**config.mk**
```make
export PLATFORM = sky130hd
export DESIGN_NAME = uart_fifo_register_block
export DESIGN_NICKNAME = d
export VERILOG_FILES = /design/src/hw/rtl/ufrb_pkg.sv /design/src/hw/rtl/ufrb_front.sv /design/src/hw/rtl/ufrb_queue.sv /design/src/hw/rtl/ufrb_back.sv /design/src/hw/rtl/uart_fifo_register_block.sv
export SDC_FILE = /design/constraint.sdc
export NUM_CORES = 1
export LEC_CHECK = 0
export ABC_AREA = 1
export BUFFER_PORTS_ARGS = -buffer_cell sky130_fd_sc_hd__clkbuf_2
export CAP_MARGIN = 40
export CELL_PAD_IN_SITES_DETAIL_PLACEMENT = 1
export CELL_PAD_IN_SITES_GLOBAL_PLACEMENT = 2
export CORE_MARGIN = 2
export CORE_UTILIZATION = 35
export CTS_CLUSTER_SIZE = 20
export DETAILED_ROUTE_END_ITERATION = 8
export PLACE_DENSITY_LB_ADDON = 0.1
export RECOVER_POWER = 25
export SYNTH_ARGS = -nofsm -noshare
export SYNTH_HDL_FRONTEND = slang
export SYNTH_SLANG_ARGS = --single-unit
```
**constraint.sdc**
```tcl
create_clock -name clk_i -period 9.1 [get_ports clk_i]
set_input_delay 0.455 -clock clk_i [delete_from_list [all_inputs] [get_ports clk_i]]
set_output_delay 0.455 -clock clk_i [all_outputs]
set_load 0.05 [all_outputs]
```
**src/hw/rtl/ufrb_pkg.sv**
```systemverilog
package ufrb_pkg;

  typedef enum logic [1:0] {
    KIND_READ  = 2'd0,
    KIND_WRITE = 2'd1,
    KIND_LINE  = 2'd2,
    KIND_SLOT  = 2'd3
  } kind_e;

  typedef enum logic [2:0] {
    REG_CONTROL = 3'd0,
    REG_STATUS  = 3'd1,
    REG_DATA    = 3'd2,
    REG_RX_LVL  = 3'd3,
    REG_TX_LVL  = 3'd4,
    REG_CTS     = 3'd5,
    REG_BAUD    = 3'd6,
    REG_UNUSED  = 3'd7
  } reg_e;

  typedef enum logic [2:0] {
    FAULT_OK        = 3'd0,
    FAULT_READ_ONLY = 3'd1,
    FAULT_THRESHOLD = 3'd2,
    FAULT_ZERO_MOD  = 3'd3,
    FAULT_TX_FULL   = 3'd4,
    FAULT_RX_EMPTY  = 3'd5,
    FAULT_RX_DROP   = 3'd6,
    FAULT_BAD_INDEX = 3'd7
  } fault_e;

  typedef enum logic [2:0] {
    OP_READ_REG,
    OP_POP_RX,
    OP_WRITE_REG,
    OP_PUSH_TX,
    OP_IGNORE,
    OP_LINE_BYTE,
    OP_SEND_TX
  } op_e;

  localparam int unsigned BIT_TXE    = 0;
  localparam int unsigned BIT_RXE    = 1;
  localparam int unsigned BIT_MRXR   = 13;
  localparam int unsigned BIT_MTXR   = 14;
  localparam int unsigned BAUD_MOD_W = 16;

  typedef struct packed {
    logic [1:0]  kind;
    logic [2:0]  reg_index;
    logic [31:0] write_data;
    logic [7:0]  line_byte;
  } in_t;

  typedef struct packed {
    logic [31:0] read_data;
    logic [7:0]  sent_byte;
    logic        sent_valid;
    logic        irq_level;
    logic [2:0]  fault_code;
  } out_t;

  typedef struct packed {
    op_e         op;
    reg_e        idx;
    logic [31:0] data;
    logic [7:0]  line_byte;
    fault_e      fault;
  } cmd_t;

  typedef struct packed {
    logic full;
    logic empty;
  } queue_stat_t;

endpackage

```
**src/hw/rtl/ufrb_front.sv**
```systemverilog
module ufrb_front
  import ufrb_pkg::*;
#(
  parameter int unsigned FIFO_DEPTH = 32
) (
  input  in_t  req_i,
  output cmd_t cmd_o
);

  kind_e kind;
  reg_e  idx;

  assign kind = kind_e'(req_i.kind);
  assign idx  = reg_e'(req_i.reg_index);

  always_comb begin
    cmd_o.idx       = idx;
    cmd_o.data      = req_i.write_data;
    cmd_o.line_byte = req_i.line_byte;
    cmd_o.op        = OP_IGNORE;
    cmd_o.fault     = FAULT_OK;
    case (kind)
      KIND_READ: begin
        cmd_o.op = (idx == REG_DATA) ? OP_POP_RX : OP_READ_REG;
        if (idx == REG_UNUSED) begin
          cmd_o.fault = FAULT_BAD_INDEX;
        end
      end
      KIND_WRITE: begin
        case (idx)
          REG_DATA: cmd_o.op = OP_PUSH_TX;
          REG_UNUSED: begin
            cmd_o.op    = OP_IGNORE;
            cmd_o.fault = FAULT_BAD_INDEX;
          end
          default: begin
            cmd_o.op = OP_WRITE_REG;
            if (idx == REG_STATUS) begin
              cmd_o.fault = FAULT_READ_ONLY;
            end else if ((idx == REG_RX_LVL || idx == REG_TX_LVL) &&
                         req_i.write_data >= 32'(FIFO_DEPTH)) begin
              cmd_o.fault = FAULT_THRESHOLD;
            end else if (idx == REG_BAUD &&
                         req_i.write_data[BAUD_MOD_W-1:0] == '0) begin
              cmd_o.fault = FAULT_ZERO_MOD;
            end
          end
        endcase
      end
      KIND_LINE: cmd_o.op = OP_LINE_BYTE;
      KIND_SLOT: cmd_o.op = OP_SEND_TX;
      default:   cmd_o.op = OP_IGNORE;
    endcase
  end

endmodule

```
**src/hw/rtl/ufrb_queue.sv**
```systemverilog
module ufrb_queue
  import ufrb_pkg::*;
(
  input  logic        clk_i,
  input  logic        rst_ni,
  input  logic        push_i,
  input  cmd_t        cmd_i,
  input  logic        pop_i,
  output cmd_t        cmd_o,
  output queue_stat_t stat_o
);

  cmd_t       entry_q [2];
  logic       wr_ptr_q, wr_ptr_d;
  logic       rd_ptr_q, rd_ptr_d;
  logic [1:0] cnt_q, cnt_d;

  assign stat_o.full  = (cnt_q == 2'd2);
  assign stat_o.empty = (cnt_q == 2'd0);
  assign cmd_o        = entry_q[rd_ptr_q];

  always_comb begin
    wr_ptr_d = wr_ptr_q;
    rd_ptr_d = rd_ptr_q;
    cnt_d    = cnt_q;
    if (push_i) begin
      wr_ptr_d = ~wr_ptr_q;
    end
    if (pop_i) begin
      rd_ptr_d = ~rd_ptr_q;
    end
    if (push_i && !pop_i) begin
      cnt_d = cnt_q + 2'd1;
    end else if (pop_i && !push_i) begin
      cnt_d = cnt_q - 2'd1;
    end
  end

  always_ff @(posedge clk_i or negedge rst_ni) begin
    if (!rst_ni) begin
      wr_ptr_q <= 1'b0;
      rd_ptr_q <= 1'b0;
      cnt_q    <= 2'd0;
    end else begin
      wr_ptr_q <= wr_ptr_d;
      rd_ptr_q <= rd_ptr_d;
      cnt_q    <= cnt_d;
    end
  end

  always_ff @(posedge clk_i) begin
    if (push_i) begin
      entry_q[wr_ptr_q] <= cmd_i;
    end
  end

endmodule

```
**src/hw/rtl/ufrb_back.sv**
```systemverilog
module ufrb_back
  import ufrb_pkg::*;
#(
  parameter int unsigned FIFO_DEPTH = 32
) (
  input  logic clk_i,
  input  logic rst_ni,
  input  logic cmd_valid_i,
  input  cmd_t cmd_i,
  output logic done_o,
  output out_t res_o
);

  localparam int unsigned AW = $clog2(FIFO_DEPTH);
  localparam int unsigned CW = $clog2(FIFO_DEPTH + 1);
  localparam logic [AW-1:0] LAST = AW'(FIFO_DEPTH - 1);
  localparam logic [CW-1:0] FULL = CW'(FIFO_DEPTH);

  logic [31:0]   control_q, control_d;
  logic [31:0]   rx_thr_q, rx_thr_d;
  logic [31:0]   tx_thr_q, tx_thr_d;
  logic [31:0]   cts_q, cts_d;
  logic [31:0]   baud_q, baud_d;
  logic [CW-1:0] tx_cnt_q, tx_cnt_d;
  logic [CW-1:0] rx_cnt_q, rx_cnt_d;
  logic [AW-1:0] tx_head_q, tx_head_d;
  logic [AW-1:0] tx_tail_q, tx_tail_d;
  logic [AW-1:0] rx_head_q, rx_head_d;
  logic [AW-1:0] rx_tail_q, rx_tail_d;
  logic          irq_q, irq_d;

  logic [7:0] tx_mem [FIFO_DEPTH];
  logic [7:0] rx_mem [FIFO_DEPTH];
  logic [7:0] tx_rd_q;
  logic [7:0] rx_rd_q;

  logic tx_push, rx_push;
  logic recompute;
  logic [31:0] tx_space;

  logic vld_q;
  out_t res_q, res_d;
  logic rx_sel_q, rx_sel_d;
  logic tx_sel_q, tx_sel_d;

  function automatic logic [AW-1:0] ptr_inc(input logic [AW-1:0] ptr);
    ptr_inc = (ptr == LAST) ? '0 : ptr + AW'(1);
  endfunction

  always_comb begin
    control_d = control_q;
    rx_thr_d  = rx_thr_q;
    tx_thr_d  = tx_thr_q;
    cts_d     = cts_q;
    baud_d    = baud_q;
    tx_cnt_d  = tx_cnt_q;
    rx_cnt_d  = rx_cnt_q;
    tx_head_d = tx_head_q;
    tx_tail_d = tx_tail_q;
    rx_head_d = rx_head_q;
    rx_tail_d = rx_tail_q;
    tx_push   = 1'b0;
    rx_push   = 1'b0;
    recompute = 1'b0;
    rx_sel_d  = 1'b0;
    tx_sel_d  = 1'b0;
    res_d     = '0;
    res_d.fault_code = cmd_i.fault;

    if (cmd_valid_i) begin
      case (cmd_i.op)
        OP_READ_REG: begin
          case (cmd_i.idx)
            REG_CONTROL: res_d.read_data = control_q;
            REG_RX_LVL:  res_d.read_data = 32'(rx_cnt_q);
            REG_TX_LVL:  res_d.read_data = 32'(FIFO_DEPTH) - 32'(tx_cnt_q);
            REG_CTS:     res_d.read_data = cts_q;
            REG_BAUD:    res_d.read_data = baud_q;
            default:     res_d.read_data = '0;
          endcase
        end
        OP_POP_RX: begin
          if (rx_cnt_q != '0) begin
            rx_sel_d  = 1'b1;
            rx_head_d = ptr_inc(rx_head_q);
            rx_cnt_d  = rx_cnt_q - CW'(1);
          end else begin
            res_d.fault_code = FAULT_RX_EMPTY;
          end
        end
        OP_WRITE_REG: begin
          recompute = 1'b1;
          case (cmd_i.idx)
            REG_CONTROL: control_d = cmd_i.data;
            REG_RX_LVL:  rx_thr_d  = cmd_i.data;
            REG_TX_LVL:  tx_thr_d  = cmd_i.data;
            REG_CTS:     cts_d     = cmd_i.data;
            REG_BAUD:    baud_d    = cmd_i.data;
            default:     ;
          endcase
        end
        OP_PUSH_TX: begin
          recompute = 1'b1;
          if (tx_cnt_q < FULL) begin
            tx_push   = 1'b1;
            tx_tail_d = ptr_inc(tx_tail_q);
            tx_cnt_d  = tx_cnt_q + CW'(1);
          end else begin
            res_d.fault_code = FAULT_TX_FULL;
          end
        end
        OP_LINE_BYTE: begin
          if (control_q[BIT_RXE]) begin
            recompute = 1'b1;
            if (rx_cnt_q < FULL) begin
              rx_push   = 1'b1;
              rx_tail_d = ptr_inc(rx_tail_q);
              rx_cnt_d  = rx_cnt_q + CW'(1);
            end else begin
              res_d.fault_code = FAULT_RX_DROP;
            end
          end else begin
            res_d.fault_code = FAULT_RX_DROP;
          end
        end
        OP_SEND_TX: begin
          if (control_q[BIT_TXE] && tx_cnt_q != '0) begin
            recompute        = 1'b1;
            tx_sel_d         = 1'b1;
            res_d.sent_valid = 1'b1;
            tx_head_d        = ptr_inc(tx_head_q);
            tx_cnt_d         = tx_cnt_q - CW'(1);
          end
        end
        default: ;
      endcase
    end
  end

  // interrupt level from the post-update state
  assign tx_space = 32'(FIFO_DEPTH) - 32'(tx_cnt_d);

  always_comb begin
    irq_d = irq_q;
    if (recompute) begin
      irq_d = (control_d[BIT_MTXR] && tx_space >= tx_thr_d) ||
              (control_d[BIT_MRXR] && 32'(rx_cnt_d) >= rx_thr_d);
    end
  end

  always_ff @(posedge clk_i or negedge rst_ni) begin
    if (!rst_ni) begin
      control_q <= '0;
      rx_thr_q  <= '0;
      tx_thr_q  <= '0;
      cts_q     <= '0;
      baud_q    <= '0;
      tx_cnt_q  <= '0;
      rx_cnt_q  <= '0;
      tx_head_q <= '0;
      tx_tail_q <= '0;
      rx_head_q <= '0;
      rx_tail_q <= '0;
      irq_q     <= 1'b0;
      vld_q     <= 1'b0;
    end else begin
      control_q <= control_d;
      rx_thr_q  <= rx_thr_d;
      tx_thr_q  <= tx_thr_d;
      cts_q     <= cts_d;
      baud_q    <= baud_d;
      tx_cnt_q  <= tx_cnt_d;
      rx_cnt_q  <= rx_cnt_d;
      tx_head_q <= tx_head_d;
      tx_tail_q <= tx_tail_d;
      rx_head_q <= rx_head_d;
      rx_tail_q <= rx_tail_d;
      irq_q     <= irq_d;
      vld_q     <= cmd_valid_i;
    end
  end

  always_ff @(posedge clk_i) begin
    res_q    <= res_d;
    rx_sel_q <= rx_sel_d;
    tx_sel_q <= tx_sel_d;
  end

  // byte stores, read data registered at the head
  always_ff @(posedge clk_i) begin
    if (tx_push) begin
      tx_mem[tx_tail_q] <= cmd_i.data[7:0];
    end
    tx_rd_q <= tx_mem[tx_head_q];
  end

  always_ff @(posedge clk_i) begin
    if (rx_push) begin
      rx_mem[rx_tail_q] <= cmd_i.line_byte;
    end
    rx_rd_q <= rx_mem[rx_head_q];
  end

  always_comb begin
    res_o           = res_q;
    res_o.irq_level = irq_q;
    if (rx_sel_q) begin
      res_o.read_data = {24'b0, rx_rd_q};
    end
    if (tx_sel_q) begin
      res_o.sent_byte = tx_rd_q;
    end
  end

  assign done_o = vld_q;

endmodule

```
**src/hw/rtl/uart_fifo_register_block.sv**
```systemverilog
// channel   | direction | handshake              | payload
// request   | in        | start high, busy low   | req_i (in_t)
// result    | out       | done_o strobe, 1 cycle | res_o (out_t)
//
// one request per cycle sustained; the result strobe is raised once the request
// has passed through the queue entry register and the back end's result register
// (classify into the queue, then execute with the byte store read alongside)
// the back end drains the queued request every cycle, so the two-entry queue
// never fills and busy stays low
// reset clears settings, counts, pointers and flags, not the result or queue
// entries; the byte stores are not cleared and need no clearing pass
// results cannot be held off and are shown for exactly one cycle
module uart_fifo_register_block
  import ufrb_pkg::*;
#(
  parameter int unsigned FIFO_DEPTH = 32
) (
  input  logic clk_i,
  input  logic rst_ni,
  input  logic start,
  output logic busy,
  input  in_t  req_i,
  output logic done_o,
  output out_t res_o
);

  cmd_t        front_cmd;
  cmd_t        queue_cmd;
  queue_stat_t queue_stat;
  logic        accept;

  assign busy   = queue_stat.full;
  assign accept = start && !queue_stat.full;

  ufrb_front #(
    .FIFO_DEPTH(FIFO_DEPTH)
  ) u_front (
    .req_i(req_i),
    .cmd_o(front_cmd)
  );

  ufrb_queue u_queue (
    .clk_i (clk_i),
    .rst_ni(rst_ni),
    .push_i(accept),
    .cmd_i (front_cmd),
    .pop_i (!queue_stat.empty),
    .cmd_o (queue_cmd),
    .stat_o(queue_stat)
  );

  ufrb_back #(
    .FIFO_DEPTH(FIFO_DEPTH)
  ) u_back (
    .clk_i      (clk_i),
    .rst_ni     (rst_ni),
    .cmd_valid_i(!queue_stat.empty),
    .cmd_i      (queue_cmd),
    .done_o     (done_o),
    .res_o      (res_o)
  );

endmodule
```
==> results.ini <==
[status]
outcome=complete, but fails checks
violations=capacitance limit, slew limit

[grt]
antenna_found_initial=0
grt_max_degree=101
grt_usage_pct=20.83
overflow=0
grt_pass1_vias=26754
grt_pass1_wl_mm=167.3

[critical_path]
cpMaxStageDelayCell=clkbuf_1
required_ns=8.45
cp_top_family=buffers and inverters
critical_path_class=in -> async
slowest_delay_ns=4.01
cp_data_arrival_time_ns=5.16
path_cells=dlygate4sd3_1, clkbuf_1
critPathCaptureType=async pin
worst_setup_path_start_kind=input pin
path_buf_inv=2
cp_max_fo=100

[synth]
syn_area_um2=36080
synth_top_area_share_pct=50.77
synthCells=3233
synth_edf_count=610
synth_warnings=0
synth_cell_type_count=50
synth-async-reset-ratio_pct=23.00
avgSynthCellArea_um2=11.16
ys_ff_latch=861
yosys-top-cells-area=edfxtp_1 (51%), dfrtp_1 (14%), o21ai_0 (5.3%)
synth_most_common_cell=edfxtp_1
mappedNetlistNets=3340
yosysTopAreaCell=edfxtp_1
ys_seq_area_share_pct=67.45
synthTopCellsByCount=edfxtp_1 (610), nor2_1 (483), nand2_1 (404)
ys.flop_type=edfxtp_1

[layout]
num_antenna_cells=0
drive_gt1_share_pct=11.72
syn2layout_area_growth_pct=15.63
post_layout_nonfiller_instances=4825
layout.nets=3483

[timing]
hold_viol=0
fin_skew_ns=0.02831
fin_crit_ns=5.816
slew_headroom_pct=-289.1
final.setup.tns_ns=0
maxSlewViolCount=292
fin_crit_sh_pct=63.91
setup_viol=0
fmax_mhz=172.0
worstMarginPinSlew_ns=5.837
rsz0062_at_grt=false

[pwr]
internal-power_mw=8.584
p_clk_share_pct=28.2
p_sw_share_pct=37.39
p_leak_nw=15.75
power_switching_mw=5.126
p_per_area_nw_per_um2=328.7
seqPwrFrac_pct=39.6
peakVddDrop_mv=0.1673
p_comb_share_pct=32.2
p_total_mw=13.71

[clocking]
cts_tree=done
root_buffer=clkbuf_16
ctsResizeCount=0
cts_buffer_depth=3
numCtsBuffers=95
postCtsSetupRepairBufs=0
cts.sinks=861
clock_latency_ns=0.69
cts-htree-levels=3
clkTransAtPathRegs_ns=0.06

[die]
die_h_um=325.1
die_w_um=325.1
die-area_um2=105700
io_pins=95
coreArea_um2=102000
rows=117
initial_core_util_pct=35.36

[detailed_routing]
drc_errors=0
via_count=24995
wire_per_inst_um=22.86
dr.pass1.iters=5
routed_via_density=5.180
first_iter_violations=1433
antenna_left=0
postRouteWirelength_mm=110.3

[job]
maxCapViolCount=7

[placement]
dp.cells=4608
io_buffers=94
dp_hpwl_mm=70.51
gp_congestion=0.8018

[min_path]
hp-class=in -> reg

[cells by family (layout without fill, tap and decap cells)]
kind of cell | count (synthesis) | after routing | synth area share [%]
and+or+nand+nor | 1092 | 1092 | 12.63
DFF | 861 | 861 | 67.45
adders and majority gates | 59 | 59 | 2.046
AOI/OAI and AO/OA | 757 | 757 | 12.35
muxes | 10 | 10 | 0.3087
buffers and inverters | 436 | 660 | 4.786
xor gates and xnor gates | 18 | 18 | 0.4370
[repair_timing]
item / in CTS / in global routing
hold buffers: 38 / 0
hold endpoints to repair: 172 / 0
setup endpoints to repair: 0 / 0
[state kept, by name, indices dropped and copies added, names as in the netlist, 2 cells and up]
name / cells
u_back.res_o: 4
u_queue.cnt_q: 2
u_back.tx_mem: 256
u_back.tx_thr_q: 32
u_queue.entry_q: 98
u_back.control_q: 32
u_back.tx_head_q: 5
u_back.tx_cnt_q: 6
u_back.cts_q: 32
u_back.tx_tail_q: 5
u_back.rx_mem: 256
u_back.rx_cnt_q: 6
u_back.res_q: 32
u_back.baud_q: 32
u_back.tx_rd_q: 8
u_back.rx_rd_q: 8
u_back.rx_thr_q: 32
u_back.rx_tail_q: 5
u_back.rx_head_q: 5
[cell type report]
cell class,instances,area (µm²)
sequential,861,24340
tap,1368,1712
clock inverter,47,553.0
clock buffer,131,2582
inverter,261,982.2
timing repair buffer,221,1499
fill,11072,60320
multi-input combinational,1936,10040
[per-layer routing]
metal | part of all wire, % | track usage [%] | vias to the layer above
met1 | 45 | 27.40 | 12796
met3 | 3.3 | 2.537 | 140
met4 | 2.9 | 7.045 | 0
met5 | 0 | 0 | -
met2 | 49 | 35.61 | 415
li1 | - | - | 11644
[per-stage QoR]
| step | setup slack [ns] | util (%) | cell area, µm² | hold WS [ns] |
|---|---|---|---|---|
| global route | 2.242 | 40.88 | 41720 | 0.08467 |
| finish | 3.284 | 40.88 | 41720 | 0.1256 |
| detailed placement | 4.151 | 37.53 | 38300 | 0.4601 |
| global placement | 4.272 | 37.24 | 38000 | 0.4517 |
| CTS | 4.083 | 40.98 | 41810 | 0.0002146 |
| floorplan | 4.968 | - | 36080 | 0.1594 |
[power by group through the flow]
stage	Sequential (mW)	Clock [mW]	Combinational [mW]
2_1_floorplan	5.37	0	2.85
3_3_place_gp	5.52	0	4.31
3_5_place_dp	5.50	0	4.50
4_1_cts	5.43	3.97	4.53
5_1_grt	5.49	4.13	4.94
6_report	5.43	3.87	4.41
[placed cells by master (no fill, tap or decap), types with 4 or more instances in the layout]
master         count
o21ai_0          381
nor3_1            16
clkinv_2          17
nand2_1          404
o22ai_1          118
edfxtp_1         610
nor2_2             5
nor4_1             7
inv_2             25
dlygate4sd3_1     38
a32oi_1            9
inv_1            228
or2_2             39
xor2_1            13
a221oi_1           6
ha_1              59
o21ai_1           42
xnor2_1            5
a31oi_1           38
o221ai_1          54
nor2_1           482
nand4_1            9
nand3_1          100
nor2_4             8
clkbuf_2          45
bufinv_16          9
a22oi_1            4
a211oi_1          27
clkinv_1          18
dfrtp_1          195
nand2_2            8
mux2_2             9
dfxtp_1           52
clkbuf_8           7
buf_4             78
clkbuf_1          83
a21oi_1           40
o21ai_2           27
clkbuf_16         95
[path summary, 6_finish.rpt]
check                                     from               endpoint  slack (ns)  cells past startpoint
max                                     rst_ni      u_back.baud_q[12]        3.28                      2
min                                  req_i[44]  u_queue.entry_q[1][2]        0.13                      2
max reg2reg                   u_queue.rd_ptr_q           u_back.irq_q        3.39                     21
min reg2reg                u_back.rx_thr_q[29]    u_back.rx_thr_q[29]        0.47                      2
max in group clk_i            u_queue.rd_ptr_q           u_back.irq_q        3.39                     21
min in group asynchronous               rst_ni      u_back.baud_q[26]        2.47                      2
No activity file was read; power rests on OpenSTA's default activity.
